File: src/rtl/tcsw_pkg.sv
// ----------------------------------------------------------------------------
// tcsw_pkg
// Shared types and constants of the text console scroll writer: request
// codes, register indexes, field widths and the controller/datapath bundles.
// ----------------------------------------------------------------------------
package tcsw_pkg;

   // request kinds
   localparam logic [1:0] REQ_PUT   = 2'd0;
   localparam logic [1:0] REQ_WRITE = 2'd1;
   localparam logic [1:0] REQ_CLEAR = 2'd2;
   localparam logic [1:0] REQ_READ  = 2'd3;

   // register indexes
   localparam int         CSR_IDX_W = 1;
   localparam logic [0:0] CSR_FG    = 1'b0;
   localparam logic [0:0] CSR_BG    = 1'b1;

   // field widths
   localparam int TYPE_W   = 2;
   localparam int CHAR_W   = 8;
   localparam int ROW_W    = 5;
   localparam int COL_W    = 7;
   localparam int COLOR_W  = 4;
   localparam int CELL_W   = 16;
   localparam int CURSOR_W = 7;
   localparam int REQ_DATA_W = 32;
   localparam int RSP_DATA_W = 24;

   localparam logic [CHAR_W-1:0]  NEWLINE_CHAR = 8'h0A;
   localparam logic [CHAR_W-1:0]  SPACE_CHAR   = 8'h20;
   localparam logic [CELL_W-1:0]  CLEAR_CELL   = 16'h0F20;
   localparam logic [COLOR_W-1:0] FG_RESET     = 4'd15;
   localparam logic [COLOR_W-1:0] BG_RESET     = 4'd0;

   // write source select
   localparam logic [2:0] WSRC_CURSOR = 3'd0;
   localparam logic [2:0] WSRC_POS    = 3'd1;
   localparam logic [2:0] WSRC_MOVE   = 3'd2;
   localparam logic [2:0] WSRC_FILL   = 3'd3;
   localparam logic [2:0] WSRC_CLEAR  = 3'd4;
   localparam logic [2:0] WSRC_ZERO   = 3'd5;

   // read address select
   localparam logic RSRC_POS  = 1'b0;
   localparam logic RSRC_MOVE = 1'b1;

   typedef struct packed {
      logic       latch;
      logic       cnt_clr;
      logic       cnt_inc;
      logic       we;
      logic [2:0] wsrc;
      logic       re;
      logic       rsrc;
      logic       cur_inc;
      logic       cur_clr;
      logic       rsp_load;
      logic       rsp_read;
   } cmd_type;

   typedef struct packed {
      logic [TYPE_W-1:0] req_type;
      logic              newline;
      logic              line_full;
      logic              in_range;
      logic              cnt_zero;
      logic              move_end;
      logic              fill_end;
      logic              sweep_end;
      logic              out_free;
   } stat_type;

endpackage

File: src/rtl/tcsw_ctrl.sv
// ----------------------------------------------------------------------------
// tcsw_ctrl
// Sequencer of the console: request decode, scroll walk, screen sweeps and
// result hand-off.
// ----------------------------------------------------------------------------
module tcsw_ctrl (
   input  logic              clock,
   input  logic              reset,
   input  logic              req_tvalid,
   output logic              req_tready,
   input  tcsw_pkg::stat_type stat,
   output tcsw_pkg::cmd_type  cmd
);

   localparam logic [2:0] S_INIT   = 3'd0;
   localparam logic [2:0] S_IDLE   = 3'd1;
   localparam logic [2:0] S_EXEC   = 3'd2;
   localparam logic [2:0] S_READ   = 3'd3;
   localparam logic [2:0] S_MOVE   = 3'd4;
   localparam logic [2:0] S_FILL   = 3'd5;
   localparam logic [2:0] S_CLEAR  = 3'd6;
   localparam logic [2:0] S_FINISH = 3'd7;

   logic [2:0] state_ff;
   logic [2:0] state_in;
   logic       accept;

   assign req_tready = (state_ff == S_IDLE);
   assign accept     = req_tvalid && req_tready;

   always_comb begin
      cmd      = '0;
      state_in = state_ff;
      case (state_ff)
         S_INIT: begin
            // wipe the screen to zero after reset
            cmd.we      = 1'b1;
            cmd.wsrc    = tcsw_pkg::WSRC_ZERO;
            cmd.cnt_inc = 1'b1;
            if (stat.sweep_end) begin
               state_in = S_IDLE;
            end
         end
         S_IDLE: begin
            cmd.latch = accept;
            if (accept) begin
               state_in = S_EXEC;
            end
         end
         S_EXEC: begin
            case (stat.req_type)
               tcsw_pkg::REQ_PUT: begin
                  if (stat.newline || stat.line_full) begin
                     cmd.cnt_clr = 1'b1;
                     state_in    = S_MOVE;
                  end else if (stat.out_free) begin
                     cmd.we       = 1'b1;
                     cmd.wsrc     = tcsw_pkg::WSRC_CURSOR;
                     cmd.cur_inc  = 1'b1;
                     cmd.rsp_load = 1'b1;
                     state_in     = S_IDLE;
                  end
               end
               tcsw_pkg::REQ_WRITE: begin
                  if (stat.out_free) begin
                     cmd.we       = stat.in_range;
                     cmd.wsrc     = tcsw_pkg::WSRC_POS;
                     cmd.rsp_load = 1'b1;
                     state_in     = S_IDLE;
                  end
               end
               tcsw_pkg::REQ_CLEAR: begin
                  cmd.cnt_clr = 1'b1;
                  state_in    = S_CLEAR;
               end
               tcsw_pkg::REQ_READ: begin
                  cmd.re   = stat.in_range;
                  cmd.rsrc = tcsw_pkg::RSRC_POS;
                  state_in = S_READ;
               end
               default: begin
                  state_in = S_IDLE;
               end
            endcase
         end
         S_READ: begin
            if (stat.out_free) begin
               cmd.rsp_load = 1'b1;
               cmd.rsp_read = 1'b1;
               state_in     = S_IDLE;
            end
         end
         S_MOVE: begin
            // read one row ahead, write the word read last cycle
            cmd.re      = !stat.move_end;
            cmd.rsrc    = tcsw_pkg::RSRC_MOVE;
            cmd.we      = !stat.cnt_zero;
            cmd.wsrc    = tcsw_pkg::WSRC_MOVE;
            cmd.cnt_inc = 1'b1;
            if (stat.move_end) begin
               cmd.cnt_clr = 1'b1;
               state_in    = S_FILL;
            end
         end
         S_FILL: begin
            cmd.we      = 1'b1;
            cmd.wsrc    = tcsw_pkg::WSRC_FILL;
            cmd.cnt_inc = 1'b1;
            if (stat.fill_end) begin
               cmd.cur_clr = 1'b1;
               // a character still has to land at column 0
               state_in    = stat.newline ? S_FINISH : S_EXEC;
            end
         end
         S_CLEAR: begin
            cmd.we      = 1'b1;
            cmd.wsrc    = tcsw_pkg::WSRC_CLEAR;
            cmd.cnt_inc = 1'b1;
            if (stat.sweep_end) begin
               cmd.cur_clr = 1'b1;
               state_in    = S_FINISH;
            end
         end
         S_FINISH: begin
            if (stat.out_free) begin
               cmd.rsp_load = 1'b1;
               state_in     = S_IDLE;
            end
         end
         default: begin
            state_in = S_IDLE;
         end
      endcase
   end

   always_ff @(posedge clock) begin
      if (reset) begin
         state_ff <= S_INIT;
      end else begin
         state_ff <= state_in;
      end
   end

   a_accept_exec: assert property (@(posedge clock) disable iff (reset)
      accept |=> (state_ff == S_EXEC))
      else $error("accepted beat not followed by execute");

   a_move_fill: assert property (@(posedge clock) disable iff (reset)
      (state_ff == S_MOVE) && stat.move_end |=> (state_ff == S_FILL))
      else $error("scroll move did not hand over to row fill");

   a_idle_quiet: assert property (@(posedge clock) disable iff (reset)
      (state_ff == S_IDLE) |-> !cmd.we && !cmd.re && !cmd.rsp_load)
      else $error("memory or result touched while idle");

endmodule

File: config.mk
export PLATFORM = sky130hd
export DESIGN_NAME = tcsw_ctrl
export DESIGN_NICKNAME = d
export VERILOG_FILES = /design/src/rtl/tcsw_pkg.sv /design/src/rtl/tcsw_ctrl.sv
export SDC_FILE = /design/constraint.sdc
export NUM_CORES = 1
export LEC_CHECK = 0
export BUFFER_PORTS_ARGS = -buffer_cell sky130_fd_sc_hd__buf_2
export CORE_MARGIN = 1
export CORE_UTILIZATION = 40
export CTS_CLUSTER_DIAMETER = 30
export CTS_CLUSTER_SIZE = 24
export DETAILED_ROUTE_END_ITERATION = 8
export GPL_TIMING_DRIVEN = 0
export PLACE_DENSITY = 0.79
export SLEW_MARGIN = 20
export SYNTH_ARGS = -nofsm -noshare
export SYNTH_HDL_FRONTEND = slang
export SYNTH_SLANG_ARGS = --single-unit
File: constraint.sdc
create_clock -name clock -period 2.7 [get_ports clock]
set_clock_uncertainty 0.2 [all_clocks]
set_input_delay 0.27 -clock clock [delete_from_list [all_inputs] [get_ports clock]]
set_output_delay 0.27 -clock clock [all_outputs]
set_load 0.02 [all_outputs]
==> Word-level counts from Yosys, hierarchy flattened <==
Cells that the tools add are included.
{ "word_totals": {"register_bits": 3} }
{ "classes": {"mux": 34, "n_reduce_logical": 9, "eq_ne": 15} }
{ "op_table": {"columns": ["operator", "n"], "rows": [
  ["3-bit two-way mux", 8],
  ["3-bit case mux with 7 select lines", 1],
  ["4-bit case mux with 5 select lines", 1],
  ["3-bit equality test, second input constant", 4],
  ["4-bit two-way mux", 3],
  ["3-bit case mux with 4 select lines", 1],
  ["1-bit two-way mux", 11],
  ["2-bit inequality test, second input constant", 4],
  ["1-bit case mux with 2 select lines", 4],
  ["4-bit case mux with 2 select lines", 1],
  ["3-bit by 2-bit equality test with 1-bit output, second input constant", 2],
  ["5-bit AND reduction", 1],
  ["2-bit equality test, second input constant", 2],
  ["2-bit two-way mux", 2],
  ["2-bit case mux with 2 select lines", 1],
  ["4-bit OR reduction", 1],
  ["3-bit by 1-bit equality test with 1-bit output, second input constant", 1],
  ["3-bit zero test", 1],
  ["1-bit case mux with 3 select lines", 1],
  ["2-bit by 1-bit equality test with 1-bit output, second input constant", 1],
  ["1-bit zero test", 2],
  ["2-bit zero test", 1],
  ["2-bit by 1-bit inequality test with 1-bit output, second input constant", 1],
  ["2-bit OR reduction", 1],
  ["2 further kinds", 2]
]} }

==> Depth between registers and ports, before layout <==
{ "depth": {"ltp_word": 4, "depth_mapped": 5, "depth_no_buf": 4} }

==> Worst setup path after synthesis <==
OpenSTA, ideal clock, no wires.
{ "synth_timing": {"kind": "register -> output", "startpoint": "register state_ff[0]", "endpoint": "output port cmd[1] in the netlist's numbering", "n_path_buf": 1, "path_stages_with_launch": 4, "t_required_ps": 2230, "t_arrival_ps": 1497, "slack_ps": 733, "path_cell_list": "dfxtp_1 > buf_6 > or4_1 > o21ai_0"} }
{ "synth_lines": {"columns": ["item", "line_no", "text"], "rows": [
  ["start, declared", "tcsw_ctrl.sv:24", "logic [2:0] state_ff;"],
  ["start signal, assigned", "tcsw_ctrl.sv:140", "state_ff <= state_in;"],
  ["end, declared", "tcsw_ctrl.sv:12", "output tcsw_pkg::cmd_type cmd"]
]} }

==> flow_summary.ini <==
[clock_network]
path_clk_slew_ns = 0.04
cts_tree = done
cts_made_buffers = 3
cts_resized = 0
cts_max_level = 1
hold_buffers = 0
cts_max_path_buffers = 2
cts-root-buf = clkbuf_4
clock_latency_ns = 0.23
cts_setup_buffers = 0
cts_sinks = 3

[final_layout]
largestRegisters = state_ff: 3 flops
layout_commonest_cell = buf_2
final_cell_mix = buf_2 (26), nor2_1 (11), o21ai_0 (5)
diodes = 0
final_cells = 116
syn2layout_area_growth_pct = 32.63
fin_nets = 116
largest_register_ff_count = 3
drive_above_1_share = 0.4314
largest-register = state_ff

[yosys]
ys.warnings.count = 0
yosysTopAreaCell = dfxtp_1
seq_area_frac_synth = 0.1127
avgSynthCellArea_um2 = 7.403
synth_area_leaders = dfxtp_1 (11%), nor2_1 (7.7%), clkbuf_8 (5.2%)
synth_cell_types = 40
syn_inst = 72
yosys.area.top_type_share = 0.1127
syn-cell-area_um2 = 533.0
ys_ff_latch = 3
syn-num-nets = 85

[sta]
rsz0062_at_grt = false
hold_slack_ns = 0.05579
report.final.slew_viol_count = 0
setup_tns_ns = 0
setup_viol = 0
hold_viol_final = 0
fmax_mhz = 470.2
slew_headroom = 0.7296
fin_ws_ns = 0.5734
fin_crit_ns = 2.127
tightest_slew_ns = 0.3954
fin_crit_sh = 0.7876

[drt]
drt-pass1-iter-count = 4
via_per_inst = 5.466
ant_nets = 0
detail_route.iter0.violations = 14
drc_errors = 0
vias = 634
wirelength_um = 1326
wl_per_cell_um = 11.43

[place]
globalplace.congestion = 0.8161
io_buffers = 26
dp_slack_ns = 0.8308
hpwl_um = 1020
dp_cells = 112

[grt]
grt_start_max_net_pins = 11
antenna_found_initial = 0
grt_pass1_vias = 520
grt_pass1_wl_um = 2104
grt_use_total = 0.1964
grt_remaining_overflow = 0

[power]
leakagePower_nw = 0.3316
peakVddDrop_mv = 0.7066
power_density_nw_per_um2 = 1166

[critical_path]
worstSetupEndpointType = output pin
criticalPathCategory = register to output pin
critPathMaxStageDelay_ns = 0.48
worst_setup_path_start_kind = register
crit_required_ns = 2.23
crit_chain = nand2b_1, or4_1, o21ai_0, buf_2
critPathMaxFanout = 7
cp_slowest_cell = or4_1
critPathArrivalTime_ns = 1.66

[run]
maxCapViolations = 0

[run_status]
status = finished, final reports clean

[floorplan]
die_width_um = 38.51
rows = 12
die_y_um = 38.51
design.die.area_um2 = 1483
core-area_um2 = 1171
ios = 27
floorplan.initialDensity = 0.4551

[worst_hold_path]
min_path_type = input pin to register
-- per-layer routing --
metal | share of wire | GRT usage | vias up | routed length [um]
li1 | - | - | 326 | -
met1 | 0.49 | 0.2509 | 288 | 645
met2 | 0.47 | 0.3458 | 20 | 627
met3 | 0.040 | 0.02326 | 0 | 53
met4 | 0 | 0.04310 | 0 | 0
met5 | 0 | 0 | - | 0
-- synth_stat cells (all sizes together) --
library cell	number
o21bai	1
clkbuf	2
o21a	2
nand3b	1
buf	3
nand3	1
a311oi	2
a41oi	1
nand2b	4
or4	1
nand2	4
nor3b	2
a2111oi	1
a311o	1
nor2	11
o21ai	6
or3	1
mux2i	1
a21oi	1
mux2	1
a22oi	1
dfxtp	3
a32oi	1
or3b	1
and2b	4
and2	2
o211ai	1
a211o	1
nor3	3
nor2b	2
inv	2
o22a	2
o22ai	1
or2b	1
-- final cells by class --
cell class	count	area (um^2)
fill	106	464.2
multi-input combinational	62	407.9
timing repair buffer	26	130.1
sequential	3	60.06
buffer	5	57.56
clock buffer	4	26.28
tap	14	17.52
inverter	2	7.507
-- worst paths after layout --
path	depth (start not counted)	to	startpoint	slack, ns
worst max-delay path	4	cmd[1]	state_ff[2]$_SDFFE_PP0P_	0.57
worst min-delay path	2	state_ff[2]$_SDFFE_PP0P_	reset	0.06
worst max register to register	4	state_ff[1]$_SDFFE_PP0P_	state_ff[2]$_SDFFE_PP0P_	1.02
worst min register to register	3	state_ff[0]$_SDFFE_PP0P_	state_ff[1]$_SDFFE_PP0P_	0.59
-- report_power, final --
group,internal (mW),switching (mW)
sequential,0.0652,0.0224
combinational,0.291,0.368
clock,0.0553,0.0214
-- metrics by stage --
stage | util | total power, mW | area, um^2
after floorplan | - | 0.5833 | 533.0
after global placement | 0.5812 | 0.7383 | 680.7
after detailed placement | 0.5812 | 0.7423 | 680.7
after CTS | 0.6036 | 0.8242 | 706.9
after global routing | 0.6036 | 0.8851 | 706.9
final | 0.6036 | 0.8240 | 706.9
-- worst max-delay path: cells and delay by family, from the launching register on --
kind / cells / cell delay, ns
AO/OA/AOI/OAI: 1 / 0.18
buffers and inverters: 1 / 0.19
flip-flops: 1 / 0.37
AND/OR/NAND/NOR: 2 / 0.69
-- kinds of logic after synthesis --
| logic type | synth area share |
|---|---|
| flip-flops | 0.1127 |
| AND/OR/NAND/NOR | 0.4132 |
| buffers and inverters | 0.1221 |
| multiplexers | 0.04694 |
| AO/OA/AOI/OAI | 0.3052 |
Power figures use the tool's default switching activity.
