$ cat src/rtl/tcsw_pkg.sv
// ----------------------------------------------------------------------------
// tcsw_pkg
// Shared types and constants of the text console scroll writer: request
// codes, register indexes, field widths and the controller/datapath bundles.
// ----------------------------------------------------------------------------
package tcsw_pkg;

   // request kinds
   localparam logic [1:0] REQ_PUT   = 2'd0;
   localparam logic [1:0] REQ_WRITE = 2'd1;
   localparam logic [1:0] REQ_CLEAR = 2'd2;
   localparam logic [1:0] REQ_READ  = 2'd3;

   // register indexes
   localparam int         CSR_IDX_W = 1;
   localparam logic [0:0] CSR_FG    = 1'b0;
   localparam logic [0:0] CSR_BG    = 1'b1;

   // field widths
   localparam int TYPE_W   = 2;
   localparam int CHAR_W   = 8;
   localparam int ROW_W    = 5;
   localparam int COL_W    = 7;
   localparam int COLOR_W  = 4;
   localparam int CELL_W   = 16;
   localparam int CURSOR_W = 7;
   localparam int REQ_DATA_W = 32;
   localparam int RSP_DATA_W = 24;

   localparam logic [CHAR_W-1:0]  NEWLINE_CHAR = 8'h0A;
   localparam logic [CHAR_W-1:0]  SPACE_CHAR   = 8'h20;
   localparam logic [CELL_W-1:0]  CLEAR_CELL   = 16'h0F20;
   localparam logic [COLOR_W-1:0] FG_RESET     = 4'd15;
   localparam logic [COLOR_W-1:0] BG_RESET     = 4'd0;

   // write source select
   localparam logic [2:0] WSRC_CURSOR = 3'd0;
   localparam logic [2:0] WSRC_POS    = 3'd1;
   localparam logic [2:0] WSRC_MOVE   = 3'd2;
   localparam logic [2:0] WSRC_FILL   = 3'd3;
   localparam logic [2:0] WSRC_CLEAR  = 3'd4;
   localparam logic [2:0] WSRC_ZERO   = 3'd5;

   // read address select
   localparam logic RSRC_POS  = 1'b0;
   localparam logic RSRC_MOVE = 1'b1;

   typedef struct packed {
      logic       latch;
      logic       cnt_clr;
      logic       cnt_inc;
      logic       we;
      logic [2:0] wsrc;
      logic       re;
      logic       rsrc;
      logic       cur_inc;
      logic       cur_clr;
      logic       rsp_load;
      logic       rsp_read;
   } cmd_type;

   typedef struct packed {
      logic [TYPE_W-1:0] req_type;
      logic              newline;
      logic              line_full;
      logic              in_range;
      logic              cnt_zero;
      logic              move_end;
      logic              fill_end;
      logic              sweep_end;
      logic              out_free;
   } stat_type;

endpackage

$ cat src/rtl/tcsw_datapath.sv
// ----------------------------------------------------------------------------
// tcsw_datapath
// Request holding registers, color registers, cursor, sweep counter, screen
// address/data selection and the result register.
// ----------------------------------------------------------------------------
module tcsw_datapath #(
   parameter  int COLUMNS = 80,
   parameter  int ROWS    = 25,
   localparam int TOTAL   = ROWS * COLUMNS,
   localparam int ADDR_W  = $clog2(TOTAL)
) (
   input  logic                                   clock,
   input  logic                                   reset,
   input  tcsw_pkg::cmd_type                       cmd,
   output tcsw_pkg::stat_type                      stat,
   input  logic [tcsw_pkg::TYPE_W-1:0]             req_type,
   input  logic [tcsw_pkg::CHAR_W-1:0]             char_code,
   input  logic [tcsw_pkg::ROW_W-1:0]              cell_row,
   input  logic [tcsw_pkg::COL_W-1:0]              cell_column,
   input  logic [tcsw_pkg::COLOR_W-1:0]            cell_foreground,
   input  logic [tcsw_pkg::COLOR_W-1:0]            cell_background,
   input  logic                                   csr_we,
   input  logic [tcsw_pkg::CSR_IDX_W-1:0]          csr_addr,
   input  logic [tcsw_pkg::COLOR_W-1:0]            csr_wdata,
   output logic                                   mem_we,
   output logic [ADDR_W-1:0]                      mem_waddr,
   output logic [tcsw_pkg::CELL_W-1:0]             mem_wdata,
   output logic                                   mem_re,
   output logic [ADDR_W-1:0]                      mem_raddr,
   input  logic [tcsw_pkg::CELL_W-1:0]             mem_rdata,
   output logic                                   rsp_valid,
   input  logic                                   rsp_ready,
   output logic [tcsw_pkg::CELL_W-1:0]             rsp_read_value,
   output logic [tcsw_pkg::CURSOR_W-1:0]           rsp_cursor_column
);

   localparam int MOVE  = (ROWS - 1) * COLUMNS;
   localparam int CNT_W = $clog2(TOTAL + 1);
   localparam int CUR_W = $clog2(COLUMNS + 1);
   localparam int POS_W = ADDR_W + tcsw_pkg::COL_W + 1;

   logic [tcsw_pkg::TYPE_W-1:0]   type_ff;
   logic [tcsw_pkg::CHAR_W-1:0]   char_ff;
   logic [tcsw_pkg::ROW_W-1:0]    row_ff;
   logic [tcsw_pkg::COL_W-1:0]    col_ff;
   logic [tcsw_pkg::COLOR_W-1:0]  cfg_ff;
   logic [tcsw_pkg::COLOR_W-1:0]  cbg_ff;
   logic [tcsw_pkg::COLOR_W-1:0]  fg_ff;
   logic [tcsw_pkg::COLOR_W-1:0]  bg_ff;
   logic [CNT_W-1:0]             cnt_ff;
   logic [CNT_W-1:0]             cnt_in;
   logic [CUR_W-1:0]             cursor_ff;
   logic [CUR_W-1:0]             cursor_in;
   logic                         rsp_valid_ff;
   logic                         rsp_valid_in;
   logic [tcsw_pkg::CELL_W-1:0]   rsp_read_ff;
   logic [tcsw_pkg::CURSOR_W-1:0] rsp_cursor_ff;
   logic [POS_W-1:0]             pos_wide;
   logic [ADDR_W-1:0]            pos_addr;
   logic                         in_range;
   logic                         line_full;
   logic                         out_free;
   logic [CUR_W+tcsw_pkg::CURSOR_W-1:0] cursor_ext;

   assign pos_wide  = (POS_W'(row_ff) * POS_W'(COLUMNS)) + POS_W'(col_ff);
   assign pos_addr  = pos_wide[ADDR_W-1:0];
   assign in_range  = (32'(row_ff) < ROWS) && (32'(col_ff) < COLUMNS);
   assign line_full = (cursor_ff == CUR_W'(COLUMNS));
   assign out_free  = !rsp_valid_ff || rsp_ready;

   always_comb begin
      stat           = '0;
      stat.req_type  = type_ff;
      stat.newline   = (char_ff == tcsw_pkg::NEWLINE_CHAR);
      stat.line_full = line_full;
      stat.in_range  = in_range;
      stat.cnt_zero  = (cnt_ff == '0);
      stat.move_end  = (cnt_ff == CNT_W'(MOVE));
      stat.fill_end  = (cnt_ff == CNT_W'(COLUMNS - 1));
      stat.sweep_end = (cnt_ff == CNT_W'(TOTAL - 1));
      stat.out_free  = out_free;
   end

   // screen port selection
   always_comb begin
      mem_we    = cmd.we;
      mem_waddr = ADDR_W'(cnt_ff);
      mem_wdata = '0;
      case (cmd.wsrc)
         tcsw_pkg::WSRC_CURSOR: begin
            mem_waddr = ADDR_W'(MOVE) + ADDR_W'(cursor_ff);
            mem_wdata = {bg_ff, fg_ff, char_ff};
         end
         tcsw_pkg::WSRC_POS: begin
            mem_waddr = pos_addr;
            mem_wdata = {cbg_ff, cfg_ff, char_ff};
         end
         tcsw_pkg::WSRC_MOVE: begin
            mem_waddr = ADDR_W'(cnt_ff - 1'b1);
            mem_wdata = mem_rdata;
         end
         tcsw_pkg::WSRC_FILL: begin
            mem_waddr = ADDR_W'(CNT_W'(MOVE) + cnt_ff);
            mem_wdata = {bg_ff, bg_ff, tcsw_pkg::SPACE_CHAR};
         end
         tcsw_pkg::WSRC_CLEAR: begin
            mem_wdata = tcsw_pkg::CLEAR_CELL;
         end
         tcsw_pkg::WSRC_ZERO: begin
            mem_wdata = '0;
         end
         default: begin
            mem_wdata = '0;
         end
      endcase
   end

   assign mem_re    = cmd.re;
   assign mem_raddr = (cmd.rsrc == tcsw_pkg::RSRC_MOVE) ?
                      ADDR_W'(cnt_ff + CNT_W'(COLUMNS)) : pos_addr;

   always_comb begin
      cnt_in = cnt_ff;
      if (cmd.cnt_clr) begin
         cnt_in = '0;
      end else if (cmd.cnt_inc) begin
         cnt_in = cnt_ff + 1'b1;
      end
   end

   always_comb begin
      cursor_in = cursor_ff;
      if (cmd.cur_clr) begin
         cursor_in = '0;
      end else if (cmd.cur_inc) begin
         cursor_in = cursor_ff + 1'b1;
      end
   end

   assign cursor_ext   = {{tcsw_pkg::CURSOR_W{1'b0}}, cursor_in};
   assign rsp_valid_in = cmd.rsp_load ? 1'b1 : (rsp_ready ? 1'b0 : rsp_valid_ff);

   always_ff @(posedge clock) begin
      if (reset) begin
         cnt_ff       <= '0;
         cursor_ff    <= '0;
         rsp_valid_ff <= 1'b0;
         fg_ff        <= tcsw_pkg::FG_RESET;
         bg_ff        <= tcsw_pkg::BG_RESET;
      end else begin
         cnt_ff       <= cnt_in;
         cursor_ff    <= cursor_in;
         rsp_valid_ff <= rsp_valid_in;
         if (csr_we && (csr_addr == tcsw_pkg::CSR_FG)) begin
            fg_ff <= csr_wdata;
         end
         if (csr_we && (csr_addr == tcsw_pkg::CSR_BG)) begin
            bg_ff <= csr_wdata;
         end
      end
   end

   always_ff @(posedge clock) begin
      if (cmd.latch) begin
         type_ff <= req_type;
         char_ff <= char_code;
         row_ff  <= cell_row;
         col_ff  <= cell_column;
         cfg_ff  <= cell_foreground;
         cbg_ff  <= cell_background;
      end
      if (cmd.rsp_load) begin
         rsp_read_ff   <= (cmd.rsp_read && in_range) ? mem_rdata : '0;
         rsp_cursor_ff <= cursor_ext[tcsw_pkg::CURSOR_W-1:0];
      end
   end

   assign rsp_valid         = rsp_valid_ff;
   assign rsp_read_value    = rsp_read_ff;
   assign rsp_cursor_column = rsp_cursor_ff;

   a_cursor_bound: assert property (@(posedge clock) disable iff (reset)
      32'(cursor_ff) <= COLUMNS)
      else $error("cursor ran past the end of the line");

   a_load_free: assert property (@(posedge clock) disable iff (reset)
      cmd.rsp_load |-> out_free)
      else $error("result register overwritten while still held");

   a_cursor_write: assert property (@(posedge clock) disable iff (reset)
      cmd.we && (cmd.wsrc == tcsw_pkg::WSRC_CURSOR) |-> !line_full)
      else $error("cursor write on a full line");

endmodule

$ cat config.mk
export PLATFORM = sky130hd
export DESIGN_NAME = tcsw_datapath
export DESIGN_NICKNAME = d
export VERILOG_FILES = /design/src/rtl/tcsw_pkg.sv /design/src/rtl/tcsw_datapath.sv
export SDC_FILE = /design/constraint.sdc
export NUM_CORES = 1
export LEC_CHECK = 0
export ABC_CLOCK_PERIOD_IN_PS = 5700
export BUFFER_PORTS_ARGS = -buffer_cell sky130_fd_sc_hd__buf_2
export CAP_MARGIN = 20
export CORE_UTILIZATION = 55
export DETAILED_ROUTE_END_ITERATION = 6
export GPL_TIMING_DRIVEN = 0
export PLACE_DENSITY = 0.84
export SLEW_MARGIN = 20
export SYNTH_ARGS = -nofsm -noshare
export SYNTH_HDL_FRONTEND = slang
export SYNTH_SLANG_ARGS = --single-unit
$ cat constraint.sdc
create_clock -name clock -period 5.7 [get_ports clock]
set_input_delay 1.14 -clock clock [delete_from_list [all_inputs] [get_ports clock]]
set_output_delay 1.14 -clock clock [all_outputs]
set_load 0.01 [all_outputs]
After elaboration in Yosys (flattened, before gate mapping) --
Cells that the tools add are included. Widths: inputs -> output; s select.
Storage, ports and cells: register bits after elaboration 80, input bits 68, output and inout bits 74, logic and storage cells 50
Operators by class: add/sub/neg operators 7, multipliers 1, order comparisons 2, equality and inequality tests 9, mux-type cells 7, bitwise logic cells 1, reductions and logical operators 10
Operators with widths (count):
- $pmux 16 s5 | 1
- $pmux 11 s4 | 1
- $eq 11x11->1 const B | 2
- $mux 7 | 2
- $add 11x1->11 const B | 1
- $add 11x11->11 const A | 1
- $add 11x7->11 | 1
- $add 11x7->11 const B | 1
- $eq 11x7->1 const B | 1
- $logic_not 11->1 | 1
- $mux 11 | 1
- $sub 11x1->11 const B | 1
- $add 8x8->9 const A | 1
- $eq 8x4->1 const B | 1
- $add 7x1->7 const B | 1
- $eq 7x7->1 const B | 1
- $lt 7x7->1 const B | 1
- $mul 5x3->7 const B | 1
- $eq 3x2->1 const B | 2
- $lt 5x5->1 const B | 1
- $logic_and 1x1->1 | 4
- $eq 3x1->1 const B | 1
- $eq 3x3->1 const B | 1
- $logic_not 3->1 | 1
- other kinds (6) | 7

Longest topological paths before layout --
Gate-level depths: netlist of run 1.
depth in word-level cells 3, gate-level depth with buffers 8

Least setup slack after synthesis of run 1 --
OpenSTA, ideal clock, no wires.
path type reg2out, start register row_ff[1] (netlist bit), end output port mem_waddr[10], data arrival time 2.361 ns, required time 4.560 ns, path slack 2.199 ns, stages on the path, launching flop included 9, path buffers 0, cells stage by stage edfxtp_1 -> ha_1 -> ha_1 -> fa_1 -> nand2_1 -> a211oi_2 -> xnor3_1 -> o21ai_1 -> o211ai_1
Between the ends: word-level cells in the longest chain between the ends 3
RTL lines:
- start, declared | RTL line tcsw_datapath.sv:44 | logic [tcsw_pkg::ROW_W-1:0] row_ff;
- start signal, assigned | RTL line tcsw_datapath.sv:167 | row_ff <= cell_row;
- $mul 5x3->7 | RTL line tcsw_datapath.sv:65 | assign pos_wide = (POS_W'(row_ff) * POS_W'(COLUMNS)) + POS_W'(col_ff);
- $add 11x7->11 | RTL line tcsw_datapath.sv:65
- $pmux 11 s4 | RTL line tcsw_datapath.sv:89 | case (cmd.wsrc)
- end, declared | RTL line tcsw_datapath.sv:26 | output logic [ADDR_W-1:0] mem_waddr,
No other way between the ends.

Worst setup path after layout of run 1 --
start register row_ff[1] (netlist bit), end output port mem_waddr[9]
Same word-level chain as after synthesis.

==> metrics, run 1 <==
outcome completed; I/O pin count 142; CP Max Fanout 4; Startpoint Class register; number of global-route vias before repair 3,790; die area 8440 sq um; Root Driver clkbuf_8; routed len/inst 16.8 um; P&R area growth vs syn 22.9%; Synthesis Warnings 0; final period utilization 0.749; Int Pwr 975 uW; Die H 91.9 um; sw power 412 uW; Setup WS pre-CTS 1870 ps; Worst-Margin Slew 688 ps; worst hold path class register to register; routed via count 4,052; Hold Path Stages 2; FF-to-FF Start row_ff[1]$_DFFE_PP_; post-cts sizing count 0; clock share of power 0.328; CP Capture Type output port; sequential power share 0.481; CP Data Required Time 4560 ps; prevailing post-synth register cell edfxtp_1; port buffer count 136; crit path DAT 3130 ps; asr flop ratio synth 0; TritonRoute pass-1 iters 6; Post-CTS Hold Fix Bufs 0; Synthesized Nets 537; post-CTS setup buffer count 0; Antenna Violating Nets Remaining 0; post-synthesis cell type count 54; DRT Wirelength 11,800 um; number of synthesized flops with an enable pin 53; Residual DRC 0; Avg Cell Area, Syn 9.93 sq um; clock skew 8.45 ps; Final Hold Vio Count 0; Fin Setup TNS 0 ps; All-Layer GR Usage 0.284; HPWL Detailed 8760 um; Syn Inst Count 447; Die X 91.9 um; leak pwr 2.37 nW; Max Cap Violations 0; hold slack 501 ps; Core Region 7770 sq um; post-layout minimum cycle time 4270 ps; most common cell after layout, fill and taps aside buf_2; fmax 0.234 GHz; register area share after synthesis 0.480; via/cell ratio 5.78; Post-Syn Area 4440 sq um; power density over cell area 254 nW/um^2; fin. max-slew vios 0; initial antenna violation count 0; Sink Count 80; nets@finish 684; starting DRC count in detailed routing 307; FF-to-FF path depth 4; worst skew pair latency 380 ps; Setup-failing EPs final 0; fin worst setup slack 1430 ps; kind of critical path register to output port; FF+latch count, synth 80; commonest cells after routing, fill and taps aside buf_2 (143), edfxtp_1 (53), nor2_1 (46), nand2_1 (33), a21oi_1 (30); max_slew headroom 0.541; layout cells sized above 1 0.309; worst hold path startpoint bg_ff[3]$_SDFFE_PP0P_; CTS tree built; post-route insts no fill 701; largest net degree at the start of global routing 31; flop2flop setup slack 3950 ps; Worst VDD drop 0.149 mV; Design Power 1.39 mW; RD Place Congestion 0.907; clock-pin transition on the worst setup and hold timing paths 90 ps; unrepaired setup endpoints after global routing false; # rows 32; combinational power share 0.192; ant diodes 0; first-pass GRT wire length 18,400 um; sw frac 0.297; Congestion Overflow GR 0; H-tree levels 3; Placed Cells 685; Initial Utilization 0.572; Clock Tree Buf Depth 2; hold path endpoint bg_ff[3]$_SDFFE_PP0P_; reg2reg end rsp_read_value[8]$_SDFFCE_PN0P_; number of CTS-inserted buffers 9
[final cells by class]
cell class / instances / area (sq um)
Multi-Input combinational cell: 316 / 2080
Timing Repair Buffer: 136 / 681
Buffer: 31 / 151
Sequential cell: 80 / 2130
Fill cell: 605 / 2310
Clock inverter: 7 / 85.1
Tap cell: 102 / 128
Clock buffer: 9 / 124
Inverter: 20 / 75.1
[registers in the layout, summed over array words and instances, names as in the netlist]
signal             cells
cfg_ff                 4
fg_ff                  4
col_ff                 7
rsp_valid              1
bg_ff                  4
cbg_ff                 4
cursor_ff              7
cnt_ff                11
row_ff                 5
rsp_cursor_column      7
type_ff                2
char_ff                8
rsp_read_value        16
[critical path, stage by stage, from the launching register on]
cell and delay [ps]:
edfxtp_1 460, ha_1 320, ha_1 220, fa_1 540, nand2_1 100, o22ai_1 190, xnor2_1 120, a2111oi_0 440
o32ai_1 180, buf_2 180
[power groups by stage]
stage | sequential (mW) | clock, mW | combinational [mW]
final | 0.667 | 0.455 | 0.266
after global routing | 0.670 | 0.479 | 0.289
after CTS | 0.667 | 0.454 | 0.263
after detailed placement | 0.680 | 0 | 0.261
after global placement | 0.678 | 0 | 0.255
after floorplan | 0.681 | 0 | 0.151
[how the worst max path moves through the flow]
stage	from	end	slack [ps]	cells after the start
5_1_grt	row_ff[1]$_DFFE_PP_	mem_waddr[9]	1250	9
4_1_cts	row_ff[1]$_DFFE_PP_	mem_waddr[9]	1460	9
3_5_place_dp	row_ff[1]$_DFFE_PP_	mem_waddr[9]	1870	9
3_3_place_gp	row_ff[1]$_DFFE_PP_	mem_waddr[10]	1930	9
2_1_floorplan	row_ff[1]$_DFFE_PP_	mem_waddr[10]	2200	8
6_report	row_ff[1]$_DFFE_PP_	mem_waddr[9]	1430	9
[kinds of logic (layout without fill, tap and decap cells)]
family                   count (synthesis)  after routing  synth area share
flip-flops                              80             80             0.480
XOR/XNOR                                26             26            0.0544
adder cells (fa/ha/maj)                 22             22            0.0654
buffers and inverters                   51            203            0.0510
AO/OA/AOI/OAI                           94             94             0.136
multiplexers                            19             19            0.0445
AND/OR/NAND/NOR                        155            155             0.169
[synth_stat cells, types with 4 or more instances]
cell	n	share of area
edfxtp_1	53	0.36
nor2_1	46	0.039
nand2_1	33	0.028
a21oi_1	30	0.034
dfxtp_1	27	0.12
ha_1	20	0.056
and2_1	18	0.025
a22oi_1	14	0.024
clkbuf_1	14	0.012
nor3_1	14	0.016
xnor2_1	14	0.028
inv_1	13	0.011
mux2i_1	13	0.029
o21ai_0	13	0.015
nand3_1	12	0.014
xor2_1	11	0.022
nand2b_1	9	0.013
buf_2	7	0.0079
inv_2	7	0.0059
o21ai_1	7	0.0079
o22ai_1	7	0.0099
mux2_2	6	0.015
nand4_1	6	0.0085
buf_4	5	0.0085
buf_1	4	0.0034
o32ai_1	4	0.0079
[metal layers]
metal / routed length (um) / global-route usage / vias to the layer above
met1: 4740 / 0.378 / 1869
met5: 0 / 0 / -
li1: - / - / 1894
met2: 5550 / 0.449 / 253
met4: 322 / 0.129 / 0
met3: 1150 / 0.0531 / 36
[per-stage QoR]
stage	utilization	instance area, sq um
global route	0.703	5460
CTS	0.703	5460
finish	0.703	5460
detailed placement	0.676	5250
floorplan	-	4440
global placement	0.676	5250
(Power assumes the default switching activity.)
==> inputs of run 2 (changes only) <==
- ABC_AREA: default -> 1
- ABC_CLOCK_PERIOD_IN_PS: 5700 -> 4200
- CORE_UTILIZATION: 55 -> 52
- PLACE_DENSITY: 0.84 -> 0.8
- clock period: 5.7 -> 4.2 ns (I/O delays scaled with it)
==> metrics, run 2 <==
outcome completed (unchanged); FF+latch count, synth 80 (unchanged); DRT Wirelength 11,700 um (was 11,800 um); post-synth top area cell edfxtp_1 (unchanged); number of flip-flops in the largest register 16 (unchanged); kind of critical path register to output port (unchanged); HPWL Detailed 9100 um (was 8760 um); top-count cell post-synth nand2_1 (was edfxtp_1); post-synthesis cell type count 40 (was 54); number of synthesized flops with an enable pin 53 (unchanged); routed metal-1 wirelength 4840 um (was 4740 um); Antenna Violating Nets Remaining 0 (unchanged); routed length on met3 992 um (was 1150 um); Synthesized Nets 644 (was 537); I/O pin count 142 (unchanged); Synth Area in Compound Gates 0.101 (was 0.136); Fin Setup TNS 0 ps (unchanged); Post-CTS Hold Fix Bufs 0 (unchanged); prevailing post-synth register cell edfxtp_1 (unchanged); first-pass GRT wire length 17,700 um (was 18,400 um); starting DRC count in detailed routing 234 (was 307); Syn Inst Count 554 (was 447); number of CTS-inserted buffers 9 (unchanged); H-tree levels 3 (unchanged); routed via count 4,331 (was 4,052); most common cell after layout, fill and taps aside buf_2 (unchanged); post-synthesis mux area share 0 (was 0.0445); Congestion Overflow GR 0 (unchanged); number of global-route vias before repair 3,813 (was 3,790); Worst VDD drop 0.277 mV (was 0.149 mV); Sink Count 80 (unchanged); Synthesis Warnings 0 (unchanged); final period utilization 0.850; Synth top cells by count nand2_1 (118), inv_1 (81), nor2_1 (64) (was edfxtp_1 (53), nor2_1 (46), nand2_1 (33)); RD Place Congestion 0.882 (was 0.907); fillers 722 (was 605); P&R area growth vs syn 22.1% (was 22.9%); top post-synthesis cells by area edfxtp_1 (35%), dfxtp_1 (12%), nand2_1 (9.7%) (was edfxtp_1 (36%), dfxtp_1 (12%), ha_1 (5.6%)); Core Region 8380 sq um (was 7770 sq um); post-layout minimum cycle time 3570 ps; CP Max Fanout 5 (was 4); top sig layer met4 (unchanged); layout cells sized above 1 0.272 (was 0.309); Post-Syn Area 4570 sq um (was 4440 sq um); Worst-Margin Slew 678 ps (was 688 ps); Die X 95.8 um (was 91.9 um); CP Capture Type output port (unchanged); Setup-failing EPs final 0 (unchanged); Die H 95.8 um (was 91.9 um); routed len/inst 14.4 um (was 16.8 um); Max Cap Violations 0 (unchanged); clock-pin transition on the worst setup and hold timing paths 100 ps (was 90 ps); post-cts sizing count 0 (unchanged); area share of the largest cell type after synthesis 0.348 (was 0.358); commonest cells after routing, fill and taps aside buf_2 (140), nand2_1 (118), inv_1 (81), nor2_1 (64), edfxtp_1 (53) (was buf_2 (143), edfxtp_1 (53), nor2_1 (46), nand2_1 (33), a21oi_1 (30)); Final Hold Vio Count 0 (unchanged); # rows 33 (was 32); simple-gate area share of the yosys netlist 0.262 (was 0.169); CTS tree built (unchanged); crit path DAT 2730 ps (was 3130 ps); die area 9170 sq um (was 8440 sq um); post-synthesis adder-cell area fraction 0.0635 (was 0.0654); Core Util, Final 0.666 (was 0.703); Clock Tree Buf Depth 2 (unchanged); hold slack 464 ps (was 501 ps); All-Layer GR Usage 0.257 (was 0.284); initial antenna violation count 0 (unchanged); via/cell ratio 5.34 (was 5.78); routed length on met2 5690 um (was 5550 um); largest net degree at the start of global routing 31 (unchanged); worst skew pair latency 370 ps (was 380 ps); Reg area 2130 sq um (unchanged); asr flop ratio synth 0 (unchanged); unrepaired setup endpoints after global routing false (unchanged); Startpoint Class register (unchanged); Initial Utilization 0.545 (was 0.572); worst hold path class register to register (unchanged); fin. max-slew vios 0 (unchanged); clock skew 14.9 ps (was 8.45 ps); main combinational cell family by area after synthesis simple AND/OR/NAND/NOR gates (unchanged); Residual DRC 0 (unchanged); footprint of the multi-input gates 1970 sq um (was 2080 sq um); ant diodes 0 (unchanged); max_slew headroom 0.548 (was 0.541); Avg Cell Area, Syn 8.25 sq um (was 9.93 sq um); fmax 0.280 GHz; port buffer count 136 (unchanged); register area share after synthesis 0.466 (was 0.480); Root Driver clkbuf_8 (unchanged); post-CTS setup buffer count 0 (unchanged); power density over cell area 327 nW/um^2 (was 254 nW/um^2); leak pwr 2.70 nW (was 2.37 nW); CP Data Required Time 3360 ps (was 4560 ps); xor/xnor cell area share of the yosys netlist 0.00575 (was 0.0544); TritonRoute pass-1 iters 5 (was 6); nets@finish 791 (was 684)
==> run 2: cell types whose count changed after synthesis, sizes merged, moves of 15 or more <==
cell,change
a21oi,-15
and2,-18
inv,+68
nand2,+88
nand3,+25
nor2,+22
o21ai,+20
==> run 2: critical path, stage by stage, from the launching register on <==
cell and delay (ps):
edfxtp_1 460, ha_1 330, ha_1 230, fa_1 560
nand2_1 80, inv_1 80, nand4_1 80, nand3_1 110
nand3_1 90, nand2_1 60, inv_1 40, nand3_1 100
buf_2 140
==> run 2: final cells by class <==
type                       instances  share of cell area
inverter                          88              0.0605
clock buffer                       9              0.0222
timing repair buffer             136               0.122
clock inverter                     7              0.0130
buffer                            18              0.0229
sequential                        80               0.382
multi-input combinational        368               0.354
tap                              105              0.0235
==> run 2: layer usage <==
| metal | global-route usage | up-vias |
|---|---|---|
| li1 | - | 2138 |
| met1 | 0.336 | 1977 |
| met2 | 0.427 | 198 |
| met3 | 0.0569 | 18 |
| met4 | 0.0759 | 0 |
| met5 | 0 | - |
==> run 2: worst paths after layout <==
kind                                               from                        endpoint  slack (ps)  cells after the start
worst min register to register    fg_ff[1]$_SDFFE_PP1P_           fg_ff[1]$_SDFFE_PP1P_         460                      2
worst max-delay path                row_ff[1]$_DFFE_PP_                    mem_waddr[9]         630                     12
worst min-delay path              fg_ff[1]$_SDFFE_PP1P_           fg_ff[1]$_SDFFE_PP1P_         460                      2
worst max register to register  cursor_ff[1]$_SDFF_PP0_  rsp_cursor_column[6]$_DFFE_PP_        2580                      6
==> run 2: through the flow <==
step	worst slack (ps)	instance area [sq um]	instances	power, mW
6_report	630	5580	811	1.83
5_1_grt	447	5580	811	1.91
4_1_cts	602	5580	811	1.83
3_5_place_dp	1020	5380	795	1.27
3_3_place_gp	1080	5380	795	1.26
2_1_floorplan	1320	4570	554	1.12
==> run 2: logic make-up after synthesis <==
family,count (synthesis)
fa+ha+maj,22
buf+inv,106
simple gates,264
compound gates,79
flops,80
xor+xnor,3
==> run 2: power breakdown <==
part	leakage, nW	switching [mW]	internal (mW)	total [mW]
logic	1.85	0.214	0.134	0.348
clock network	0.0974	0.338	0.234	0.573
registers	0.754	0.0202	0.886	0.906
